$ cat src/nqfs_pkg.sv
// Shared types for the n-queens first-solution search block.
// Holds the command and status bundles between controller and datapath.
// No dependencies.
package nqfs_pkg;

  // Commands from the controller to the datapath.
  typedef struct packed {
    logic init;         // clear row, candidate and emit index for a new search
    logic place;        // store candidate in current row, advance to next row
    logic check_start;  // begin comparing against row 0
    logic check_next;   // advance to the next earlier row
    logic reject;       // candidate conflicts, try next column
    logic back_step;    // step back one row
    logic back_load;    // resume that row one column past its old queen
    logic emit_sel;     // table read address follows the emit index
    logic emit_load;    // load one found row into the output register
    logic fail_load;    // load the no-solution word into the output register
  } cmd_t;

  // Status from the datapath to the controller.
  typedef struct packed {
    logic row_ge_n;     // every row holds a queen
    logic cand_ge_n;    // columns of this row are used up
    logic row_zero;     // current row is the first one
    logic conflict;     // candidate shares a column or diagonal with checked row
    logic check_last;   // checked row is the one just above the current row
    logic emit_last;    // emit index points at the final row
    logic out_busy;     // output register holds a word that is stalled
  } sts_t;

endpackage

$ cat src/nqfs_dp.sv
// Datapath of the n-queens search: board size register, column table,
// search counters, conflict test and output register. Uses nqfs_pkg.
module nqfs_dp #(
  parameter int MAX_BOARD = 8
) (
  input  logic           clk,
  input  logic           rst_n,
  input  logic           cfg_we,
  input  logic [3:0]     cfg_wdata,
  input  nqfs_pkg::cmd_t cmd,
  output nqfs_pkg::sts_t sts,
  input  logic           out_stall,
  output logic           out_valid,
  output logic [2:0]     out_row_index,
  output logic [2:0]     out_queen_column,
  output logic           out_found,
  output logic           out_last
);
  import nqfs_pkg::*;

  localparam int CW = $clog2(MAX_BOARD);
  localparam int RW = $clog2(MAX_BOARD + 1);
  localparam int BW = (RW > 4) ? RW : 4;

  logic [3:0]    board_size_r;
  logic [CW-1:0] qc_r [MAX_BOARD];
  logic [RW-1:0] row_r, row_nxt;
  logic [RW-1:0] cand_r, cand_nxt;
  logic [CW-1:0] chk_r, chk_nxt;
  logic [CW-1:0] emit_r, emit_nxt;
  logic          out_valid_r, out_valid_nxt;
  logic [2:0]    out_row_r, out_col_r;
  logic          out_found_r, out_last_r;

  logic [BW-1:0] bs_ext;
  logic [RW-1:0] n_eff;
  logic [CW-1:0] rd_addr;
  logic [CW-1:0] qc_rd;
  logic [RW-1:0] qc_ext, dc, dr;
  logic [CW+2:0] emit_wide, col_wide;

  // Board size zero runs as one; sizes above the table depth saturate.
  assign bs_ext = BW'(board_size_r);
  always_comb begin
    if (bs_ext == '0) begin
      n_eff = RW'(1);
    end else if (bs_ext > BW'(MAX_BOARD)) begin
      n_eff = RW'(MAX_BOARD);
    end else begin
      n_eff = RW'(bs_ext);
    end
  end

  // One read port on the column table, shared by check, backtrack and emit.
  always_comb begin
    if (cmd.back_load) begin
      rd_addr = row_r[CW-1:0];
    end else if (cmd.emit_sel) begin
      rd_addr = emit_r;
    end else begin
      rd_addr = chk_r;
    end
  end
  assign qc_rd = qc_r[rd_addr];

  assign qc_ext = RW'(qc_rd);
  assign dc     = (cand_r >= qc_ext) ? (cand_r - qc_ext) : (qc_ext - cand_r);
  assign dr     = row_r - RW'(chk_r);

  assign sts.row_ge_n   = (row_r >= n_eff);
  assign sts.cand_ge_n  = (cand_r >= n_eff);
  assign sts.row_zero   = (row_r == '0);
  assign sts.conflict   = (dc == '0) || (dc == dr);
  assign sts.check_last = ((RW'(chk_r) + RW'(1)) == row_r);
  assign sts.emit_last  = ((RW'(emit_r) + RW'(1)) == n_eff);
  assign sts.out_busy   = out_valid_r && out_stall;

  always_comb begin
    row_nxt  = row_r;
    cand_nxt = cand_r;
    chk_nxt  = chk_r;
    emit_nxt = emit_r;
    if (cmd.init) begin
      row_nxt  = '0;
      cand_nxt = '0;
      emit_nxt = '0;
    end
    if (cmd.place) begin
      row_nxt  = row_r + RW'(1);
      cand_nxt = '0;
    end
    if (cmd.reject) begin
      cand_nxt = cand_r + RW'(1);
    end
    if (cmd.check_start) begin
      chk_nxt = '0;
    end
    if (cmd.check_next) begin
      chk_nxt = chk_r + CW'(1);
    end
    if (cmd.back_step) begin
      row_nxt = row_r - RW'(1);
    end
    if (cmd.back_load) begin
      cand_nxt = qc_ext + RW'(1);
    end
    if (cmd.emit_load) begin
      emit_nxt = emit_r + CW'(1);
    end
  end

  // Output register: cleared when taken; the controller reloads it only when it is not stalled.
  always_comb begin
    out_valid_nxt = out_valid_r;
    if (out_valid_r && !out_stall) begin
      out_valid_nxt = 1'b0;
    end
    if (cmd.emit_load || cmd.fail_load) begin
      out_valid_nxt = 1'b1;
    end
  end

  assign emit_wide = {3'b000, emit_r};
  assign col_wide  = {3'b000, qc_rd};

  always_ff @(posedge clk) begin
    if (!rst_n) begin
      board_size_r <= 4'd4;
      row_r        <= '0;
      cand_r       <= '0;
      chk_r        <= '0;
      emit_r       <= '0;
      out_valid_r  <= 1'b0;
    end else begin
      if (cfg_we) begin
        board_size_r <= cfg_wdata;
      end
      row_r       <= row_nxt;
      cand_r      <= cand_nxt;
      chk_r       <= chk_nxt;
      emit_r      <= emit_nxt;
      out_valid_r <= out_valid_nxt;
    end
  end

  always_ff @(posedge clk) begin
    if (cmd.place) begin
      qc_r[row_r[CW-1:0]] <= cand_r[CW-1:0];
    end
    if (cmd.emit_load) begin
      out_row_r   <= emit_wide[2:0];
      out_col_r   <= col_wide[2:0];
      out_found_r <= 1'b1;
      out_last_r  <= sts.emit_last;
    end else if (cmd.fail_load) begin
      out_row_r   <= 3'd0;
      out_col_r   <= 3'd0;
      out_found_r <= 1'b0;
      out_last_r  <= 1'b1;
    end
  end

  assign out_valid        = out_valid_r;
  assign out_row_index    = out_row_r;
  assign out_queen_column = out_col_r;
  assign out_found        = out_found_r;
  assign out_last         = out_last_r;

endmodule

$ cat src/nqfs_ctrl.sv
// Controller of the n-queens search: sequences start, scan, row checks,
// backtracking and result output. Uses nqfs_pkg.
module nqfs_ctrl (
  input  logic           clk,
  input  logic           rst_n,
  input  logic           in_valid,
  input  logic           in_start_req,
  output logic           in_stall,
  input  nqfs_pkg::sts_t sts,
  output nqfs_pkg::cmd_t cmd
);
  import nqfs_pkg::*;

  localparam logic [2:0] ST_IDLE  = 3'd0;
  localparam logic [2:0] ST_SCAN  = 3'd1;
  localparam logic [2:0] ST_CHECK = 3'd2;
  localparam logic [2:0] ST_BACK  = 3'd3;
  localparam logic [2:0] ST_EMIT  = 3'd4;
  localparam logic [2:0] ST_FAIL  = 3'd5;

  logic [2:0] state_r, state_nxt;

  assign in_stall = (state_r != ST_IDLE);

  always_comb begin
    state_nxt = state_r;
    cmd       = '0;
    case (state_r)
      ST_IDLE: begin
        if (in_valid && in_start_req) begin
          cmd.init  = 1'b1;
          state_nxt = ST_SCAN;
        end
      end
      ST_SCAN: begin
        if (sts.row_ge_n) begin
          state_nxt = ST_EMIT;
        end else if (sts.cand_ge_n) begin
          if (sts.row_zero) begin
            state_nxt = ST_FAIL;
          end else begin
            cmd.back_step = 1'b1;
            state_nxt     = ST_BACK;
          end
        end else if (sts.row_zero) begin
          // The first row has nothing above it to conflict with.
          cmd.place = 1'b1;
        end else begin
          cmd.check_start = 1'b1;
          state_nxt       = ST_CHECK;
        end
      end
      ST_CHECK: begin
        if (sts.conflict) begin
          cmd.reject = 1'b1;
          state_nxt  = ST_SCAN;
        end else if (sts.check_last) begin
          cmd.place = 1'b1;
          state_nxt = ST_SCAN;
        end else begin
          cmd.check_next = 1'b1;
        end
      end
      ST_BACK: begin
        cmd.back_load = 1'b1;
        state_nxt     = ST_SCAN;
      end
      ST_EMIT: begin
        cmd.emit_sel = 1'b1;
        if (!sts.out_busy) begin
          cmd.emit_load = 1'b1;
          if (sts.emit_last) begin
            state_nxt = ST_IDLE;
          end
        end
      end
      ST_FAIL: begin
        if (!sts.out_busy) begin
          cmd.fail_load = 1'b1;
          state_nxt     = ST_IDLE;
        end
      end
      default: begin
        state_nxt = ST_IDLE;
      end
    endcase
  end

  always_ff @(posedge clk) begin
    if (!rst_n) begin
      state_r <= ST_IDLE;
    end else begin
      state_r <= state_nxt;
    end
  end

endmodule

$ cat src/n_queens_first_solution.sv
// Top level of the n-queens first-solution search block.
// Instantiates nqfs_ctrl and nqfs_dp; uses nqfs_pkg.
//
// Usage: the board size n (1 to MAX_BOARD; zero runs as one, larger values
// saturate) is written through cfg_we/cfg_wdata while the block is idle and
// resets to 4. A word on the input channel with start_req set launches one
// depth-first backtracking search; a word with start_req clear is taken and
// dropped without a result.
//
// The search fills rows in order and tries columns from zero upward. Each
// candidate is scanned and then compared against the earlier rows one at a
// time, up to the first conflict, and each backtrack steps back a row and
// reloads its old queen, so the search time is set by the single-port column
// table walked by the check counter.
//
// When a placement is found, n result words follow, one per row, with
// row_index, queen_column, found set and last on the final row. When none
// exists (n of 2 or 3) a single word with found clear and last set follows.
// in_stall stays high from the accepted start until the last result word has
// entered the output register, so one search runs at a time; the next start
// may be taken while that last word still waits. A stalled output holds its
// word and pauses the result sequence. Reset is synchronous and active low:
// it returns the controller to idle, empties the output register and sets the
// board size back to 4.
module n_queens_first_solution #(
  parameter int MAX_BOARD = 8
) (
  input  logic       clk,
  input  logic       rst_n,
  input  logic       cfg_we,
  input  logic [3:0] cfg_wdata,
  input  logic       in_valid,
  output logic       in_stall,
  input  logic       in_start_req,
  output logic       out_valid,
  input  logic       out_stall,
  output logic [2:0] out_row_index,
  output logic [2:0] out_queen_column,
  output logic       out_found,
  output logic       out_last
);
  import nqfs_pkg::*;

  cmd_t cmd;
  sts_t sts;

  // The controller owns sequencing only; all counters live in the datapath.
  nqfs_ctrl u_ctrl (
    .clk          (clk),
    .rst_n        (rst_n),
    .in_valid     (in_valid),
    .in_start_req (in_start_req),
    .in_stall     (in_stall),
    .sts          (sts),
    .cmd          (cmd)
  );

  nqfs_dp #(
    .MAX_BOARD (MAX_BOARD)
  ) u_dp (
    .clk              (clk),
    .rst_n            (rst_n),
    .cfg_we           (cfg_we),
    .cfg_wdata        (cfg_wdata),
    .cmd              (cmd),
    .sts              (sts),
    .out_stall        (out_stall),
    .out_valid        (out_valid),
    .out_row_index    (out_row_index),
    .out_queen_column (out_queen_column),
    .out_found        (out_found),
    .out_last         (out_last)
  );

endmodule

$ cat config.mk
export PLATFORM = sky130hd
export DESIGN_NAME = n_queens_first_solution
export DESIGN_NICKNAME = d
export VERILOG_FILES = /design/src/nqfs_pkg.sv /design/src/nqfs_dp.sv /design/src/nqfs_ctrl.sv /design/src/n_queens_first_solution.sv
export SDC_FILE = /design/constraint.sdc
export NUM_CORES = 1
export LEC_CHECK = 0
export ABC_AREA = 1
export BUFFER_PORTS_ARGS = -buffer_cell sky130_fd_sc_hd__buf_4
export CAP_MARGIN = 20
export CORE_ASPECT_RATIO = 0.8
export CORE_MARGIN = 5
export CORE_UTILIZATION = 55
export CTS_CLUSTER_DIAMETER = 120
export DETAILED_ROUTE_END_ITERATION = 8
export PLACE_DENSITY_LB_ADDON = 0.08
export SYNTH_ARGS = -nofsm -noshare
export SYNTH_HDL_FRONTEND = slang
export SYNTH_SLANG_ARGS = --single-unit
export TNS_END_PERCENT = 5
$ cat constraint.sdc
create_clock -name clk -period 3.5 [get_ports clk]
set_input_delay 0.175 -clock clk [delete_from_list [all_inputs] [get_ports clk]]
set_output_delay 0.175 -clock clk [all_outputs]
set_load 0.03 [all_outputs]
**Word level (Yosys, flattened, before mapping)**

Memory sizes are Yosys's and may differ from the RTL's.
Index checks and enable logic that the tools add are counted.

- Register bits after elaboration: 30
- RAM bits: 24
- Input port bits: 10
- Output and inout bits: 10
- Word-level logic and storage cells: 115
- Memories: 1

- Add/subtract/negate cells: 11
- $lt $le $gt $ge: 4
- Eq/ne operators: 14
- Multiplexer cells: 56
- Reductions and logical operators: 18

Memory list:

| name | depth | width | rd ports | clocked after memory_dff | write ports | RTL line | text |
|---|---|---|---|---|---|---|---|
| u_dp.qc_r | 8 | 3 | 1 | 0 | 1 | nqfs_dp.sv:26 | `logic [CW-1:0] qc_r [MAX_BOARD];` |

Operator list:

| kind | number |
|---|---|
| 2-to-1 mux 3 bit | 19 |
| 2-to-1 mux 4 bit | 9 |
| 2-to-1 mux 1 bit | 22 |
| case mux 3 bit (6 select lines) | 1 |
| adder 3 x 1 -> 4 bit (second input constant) | 3 |
| equality test 4 bit | 3 |
| zero test 4 bit | 3 |
| adder 4 x 1 -> 4 bit (second input constant) | 2 |
| greater-or-equal comparator 4 bit | 2 |
| 2-to-1 mux 2 bit | 4 |
| nonzero test 2 bit | 4 |
| subtractor 4 x 3 -> 4 bit | 2 |
| adder 3 x 1 -> 3 bit (second input constant) | 2 |
| equality test 3 x 2 -> 1 bit (second input constant) | 2 |
| equality test 3 bit (second input constant) | 2 |
| inequality test 2 bit (second input constant) | 3 |
| AND reduction 6 bit | 1 |
| nonzero test 3 bit | 2 |
| greater-or-equal comparator 4 x 3 -> 1 bit | 1 |
| greater-than comparator 4 bit (second input constant) | 1 |
| inequality test 4 bit (second input constant) | 1 |
| nonzero test 4 bit | 1 |
| subtractor 3 x 4 -> 4 bit | 1 |
| subtractor 4 x 1 -> 4 bit (second input constant) | 1 |
| 8 further kinds | 11 |

**Logic depth before layout (Yosys ltp)**

An unclocked memory read counts as a cell.

- Depth after elaboration: 15
- Mapped depth: 32

**By module**

Synthesis repeated with hierarchy kept, for this count alone.

- Cells, all modules: 429
- Area, all modules: 3415.8 µm²

Modules (own cells, without submodules):

| module | times used | cells each | area each (µm²) | seq. area each (µm²) |
|---|---|---|---|---|
| nqfs_dp | 1 | 378 | 3126.7 | 1331.3 |
| nqfs_ctrl | 1 | 51 | 289.0 | 60.1 |

**Worst setup path before layout**

OpenSTA, ideal clock, no wires.

- Path type: reg2reg
- Start point: register u_ctrl.state_r[0]
- End point: memory u_dp.qc_r[2][0] in the netlist's numbering, enable pin
- Library setup time: 0.345 ns
- Arrival: 3.254 ns
- Required time: 3.155 ns
- Slack: -0.099 ns
- Stages on the path, launching flop included: 29
- Buffers on the path: 1
- Period minus slack after synthesis: 3.599 ns
- Cell sequence: dfxtp_1 nor2_2 nand2_2 nand2_1 nand2_1 nand2_1 nand2_2 buf_6 nand2_1 nand3_1 nand2_1 nand2_1 nand2_2 inv_2 ha_1 fa_1 nor2_2 nor2_4 nand2_2 nand2_1 nand2_1 nand2_1 nand2_1 inv_1 nand4_2 nand3_2 nand2_2 nand2_1 nor3_1

- Cells in the longest elaborated chain, start to end: 13
- Elaborated cells between the ends (all ways): 20

RTL lines:

| element | RTL line | text |
|---|---|---|
| from (decl) | nqfs_ctrl.sv:21 | `logic [2:0] state_r, state_nxt;` |
| from (signal assigned) | nqfs_ctrl.sv:93 | `state_r <= state_nxt;` |
| equality test 3 bit | nqfs_ctrl.sv:28 | `case (state_r)` |
| 2-to-1 mux 2 bit | nqfs_ctrl.sv:28 |  |
| 2-to-1 mux 3 bit | nqfs_dp.sv:58 | `end else if (cmd.emit_sel) begin` |
| 2-to-1 mux 3 bit (*) | nqfs_dp.sv:56 | `if (cmd.back_load) begin` |
| memory read (8 x 3 bit) (*) | - |  |
| named net u_dp.qc_rd[0] | nqfs_dp.sv:38 | `logic [CW-1:0] qc_rd;` |
| subtractor 3 x 4 -> 4 bit (tied with other cells) | nqfs_dp.sv:67 | `assign dc = (cand_r >= qc_ext) ? (cand_r - qc_ext) : (qc_ext - cand_r);` |
| 2-to-1 mux 4 bit (*) | nqfs_dp.sv:67 |  |
| equality test 4 bit or zero test 4 bit (tied branches) | nqfs_dp.sv:73 | `assign sts.conflict = (dc == '0) \|\| (dc == dr);` |
| logical OR 1 bit (*) | nqfs_dp.sv:73 |  |
| 2-to-1 mux 1 bit (*) | nqfs_ctrl.sv:54 | `if (sts.conflict) begin` |
| case mux 1 bit (2 select lines) (*) | nqfs_ctrl.sv:28 |  |
| 2-to-1 mux 1 bit (*) | nqfs_dp.sv:147 | `if (cmd.place) begin` |
| 2-to-1 mux 1 bit (not written as such) (*) | nqfs_dp.sv:148 | `qc_r[row_r[CW-1:0]] <= cand_r[CW-1:0];` |
| to (decl) | nqfs_dp.sv:26 |  |

Mark *: on every way through the listed nets, which the timed path passes. The rest lies on a longest branch.

**Worst setup path in the final report**

- Start point: register u_ctrl.state_r[1]
- End point: memory u_dp.qc_r[3][0] in the netlist's numbering, enable pin

- Cells in the longest elaborated chain, start to end: 13
- Elaborated cells between the ends (all ways): 20

RTL lines:

| element | RTL line |
|---|---|
| equality test 3 bit | nqfs_ctrl.sv:28 |
| 2-to-1 mux 2 bit | nqfs_ctrl.sv:28 |
| 2-to-1 mux 3 bit | nqfs_dp.sv:58 |
| 2-to-1 mux 3 bit | nqfs_dp.sv:56 |
| memory read (8 x 3 bit) | - |
| subtractor 3 x 4 -> 4 bit (tied with other cells) | nqfs_dp.sv:67 |
| 2-to-1 mux 4 bit | nqfs_dp.sv:67 |
| equality test 4 bit or zero test 4 bit (tied branches) | nqfs_dp.sv:73 |
| logical OR 1 bit | nqfs_dp.sv:73 |
| 2-to-1 mux 1 bit | nqfs_ctrl.sv:54 |
| case mux 1 bit (2 select lines) (*) | nqfs_ctrl.sv:28 |
| 2-to-1 mux 1 bit (*) | nqfs_dp.sv:147 |
| 2-to-1 mux 1 bit (not written as such) (*) | nqfs_dp.sv:148 |

Every way passes the cells marked *; elsewhere a longest branch is shown, timed or not.

==> flow_metrics.tcl <==
set metrics [dict create \
    grt_pass1_vias 2965 \
    worstMarginPinSlew_ns 0.570 \
    ys_ff_latch 54 \
    holdCritPathClass "in2reg" \
    path_class "reg2reg" \
    timing.fmax_mhz 282 \
    postSynthCellCount 461 \
    clock_path_buffers 2 \
    gp_congestion 0.961 \
    final_max_slew_viol_count 0 \
    dieArea_um2 8120 \
    hold_slack_ns 0.0615 \
    grt.busiest_layer "met2" \
    place_inst 606 \
    finalNonFillerCells 619 \
    yosysWarningCount 0 \
    cts.sinks 54 \
    cp.required_ns 3.55 \
    syn_to_final_growth_pct 27.2 \
    maxCapViolCount 0 \
    grt_pass1_wl_um 14600 \
    rsz0062_at_grt "yes" \
    setup_viol 12 \
    drcViolationCount 0 \
    cp_slowest_cell "dfxtp_4" \
    p_leak_nw 2.12 \
    syn_area_um2 3520 \
    whs_path_depth 3 \
    setup_tns_ns -0.302 \
    hpwl_um 7020 \
    period_share 1.01 \
    grt.total_usage 0.232 \
    ant_nets 0 \
    clkSlewWorstSetupHoldPaths_ns 0.10 \
    cpMostUsedCell "buf_4" \
    overflow 0 \
    finalHoldViolCount 0 \
    violations "negative setup slack" \
    synth.largest_area_cell "edfxtp_1" \
    slew_headroom 0.618 \
    outcome "finished, violations left" \
    slowest_delay_ns 0.38 \
    fin_area_um2 4480 \
    grtUsageMet3 0.0365 \
    drt_pre_antenna_iters 5 \
    path_cells "nor2_4 > nand2_4 > buf_4 > nand2_1 > o211ai_1 > o21ai_1 > buf_4 > buf_4 > nand3_2 > nand2_4 > ha_2 > inv_2 > nor2_4 > nor2_4 > nand2_4 > nand2_2 > nand2_2 > buf_4 > nand4_1 > nand3_4 > nand2_8 > nand2_8 > nor3_4 > buf_6" \
    crit_family "simple AND/OR/NAND/NOR gates" \
    numCtsBuffers 5 \
    fin_nets 571 \
    grt_use_met2 0.361 \
    diodes 0 \
    ff2ff_path_depth 24 \
    worstPathArrival_ns 3.60 \
    grt_max_degree 18 \
    antenna_found_initial 0 \
    met1_usage 0.343 \
    avgRoutedWirePerCell_um 14.8 \
    worst_setup_path_start_kind "flop" \
    cp.depth 24 \
    fillers 530 \
    critical_path_buf_inv_count 6 \
    endpoint_kind "flop" \
    ys_top_cells_by_area "edfxtp_1 26%, dfxtp_1 13%, nand2_1 13%, ha_1 8.5%, inv_1 7.2%" \
    coreArea_um2 6310 \
    syn_nets 498 \
    clock_latency_ns 0.32 \
    rows 26 \
    tritoncts "done" \
    vdd_drop_max_mv 0.629 \
    period_minus_slack_ns 3.55 \
    powerDensity_nw_per_um2 877 \
    initial_core_util 0.558 \
    fp.dieH_um 81.6 \
    first_iter_violations 204 \
    port_buffers 19 \
    routed_wl_um 9190 \
    detail_route.vias_per_cell 5.23 \
    total_power_mw 3.93 \
    seqCellArea_um2 1400 \
    crit_fanout 7 \
    synth_top_cell_area_share 0.264 \
    die_w_um 99.5 \
    via_count 3235 \
    setup_slack_ns -0.0505 \
    ys_seq_area_frac 0.395 \
    finClkSkew_ns 0.00632 \
    cts-root-buf "clkbuf_8" \
    yosysUniqueCellTypes 33 \
    placed_area_um2 4090 \
    multi_input_area_um2 2050 \
    htree_levels 2 \
    ios 20 \
    syn-mean-instance-area_um2 7.64 \
    drive_gt1_frac 0.279 \
]
-- state kept, by name, indices dropped and copies added (netlist names), 3 cells and up --
register               cells
u_dp.qc_r                 24
u_dp.board_size_r          4
u_dp.cand_r                4
u_dp.row_r                 4
u_ctrl.state_r             3
u_dp.chk_r                 3
u_dp.emit_r                3
u_dp.out_queen_column      3
u_dp.out_row_index         3
-- synthesized netlist by cell type, drive strengths merged --
library cell  number
nand2            129
inv               75
nor2              48
nand3             41
edfxtp            31
a21oi             27
ha                24
dfxtp             23
o21ai             17
nor3               9
xor2               9
nand4              7
o211ai             5
clkbuf             4
buf                3
fa                 3
xnor2              2
nand3b             1
o21bai             1
o31ai              1
or2                1
-- timing repair --
action / in CTS / in global routing
pin swaps: 2 / 25
endpoints found under the setup margin: 38 / 38
setup buffers: 1 / 4
hold buffers: 0 / 0
resized for setup: 8 / 57
-- tightest hold or removal path, stage by stage --
cell and delay (ns):
buf_4 0.08, a21oi_1 0.05, o21ai_0 0.06
-- area by class of cell --
cell class / instances / share of cell area
inverters: 75 / 0.0628
flip-flops and latches: 54 / 0.312
clock buffers: 5 / 0.0154
repair buffers: 73 / 0.124
well taps: 84 / 0.0234
clock inverters: 3 / 0.00447
multi-input cells: 325 / 0.458
-- per-stage QoR --
step	setup slack, ns	utilization
6_report	-0.0505	0.710
3_3_place_gp	-0.0583	0.649
3_5_place_dp	-0.189	0.649
2_1_floorplan	-0.0993	-
4_1_cts	-0.0215	0.668
5_1_grt	-0.319	0.710
-- path summary, 6_finish.rpt --
kind / start / to / slack (ns)
hold reg to reg: u_dp.out_found / u_dp.out_found / 0.48
setup reg to reg: u_ctrl.state_r[1] / u_dp.qc_r[3][0] / -0.05
hold / removal: cfg_wdata[2] / u_dp.board_size_r[2] / 0.06
setup / recovery: u_ctrl.state_r[1] / u_dp.qc_r[3][0] / -0.05
-- routing by layer --
| metal | routed length (um) | vias to the layer above |
|---|---|---|
| met5 | 0 | - |
| met4 | 79 | 0 |
| met3 | 516 | 9 |
| met2 | 4030 | 87 |
| met1 | 4560 | 1504 |
| li1 | - | 1635 |
-- kinds of logic after synthesis --
| group | after synthesis | share of synthesized area |
|---|---|---|
| AND/OR/NAND/NOR | 236 | 0.302 |
| adder cells (fa/ha/maj) | 27 | 0.102 |
| buffers and inverters | 82 | 0.0927 |
| XOR/XNOR | 11 | 0.0273 |
| AO/OA/AOI/OAI | 51 | 0.0806 |
| flip-flops | 54 | 0.395 |
-- cell usage in the layout (no fill, tap or decap), types with 3 or more instances in the layout --
cell	netlist	layout
nand2_1	119	105
buf_4	1	71
inv_1	68	67
nor2_1	43	40
nand3_1	37	34
edfxtp_1	31	31
a21oi_1	25	23
ha_1	24	21
dfxtp_1	23	20
nand2_2	9	15
o21ai_0	14	12
xor2_1	9	9
inv_2	7	8
nor2_4	2	7
nand2_4	1	7
o211ai_1	5	5
nand4_1	5	5
clkbuf_8	0	5
nand3_2	3	4
nor3_1	9	4
nor3_2	0	4
nand3_4	1	3
o21ai_2	1	3
a21oi_2	2	3
-- report_power, final --
| part | leakage, nW | switching [mW] | internal (mW) | total (mW) |
|---|---|---|---|---|
| registers | 0.476 | 0.0911 | 0.780 | 0.871 |
| logic | 1.60 | 1.64 | 1.06 | 2.70 |
| clock network | 0.0422 | 0.219 | 0.142 | 0.360 |
| total | 2.12 | 1.95 | 1.98 | 3.93 |
Power figures use the tool's default switching activity.
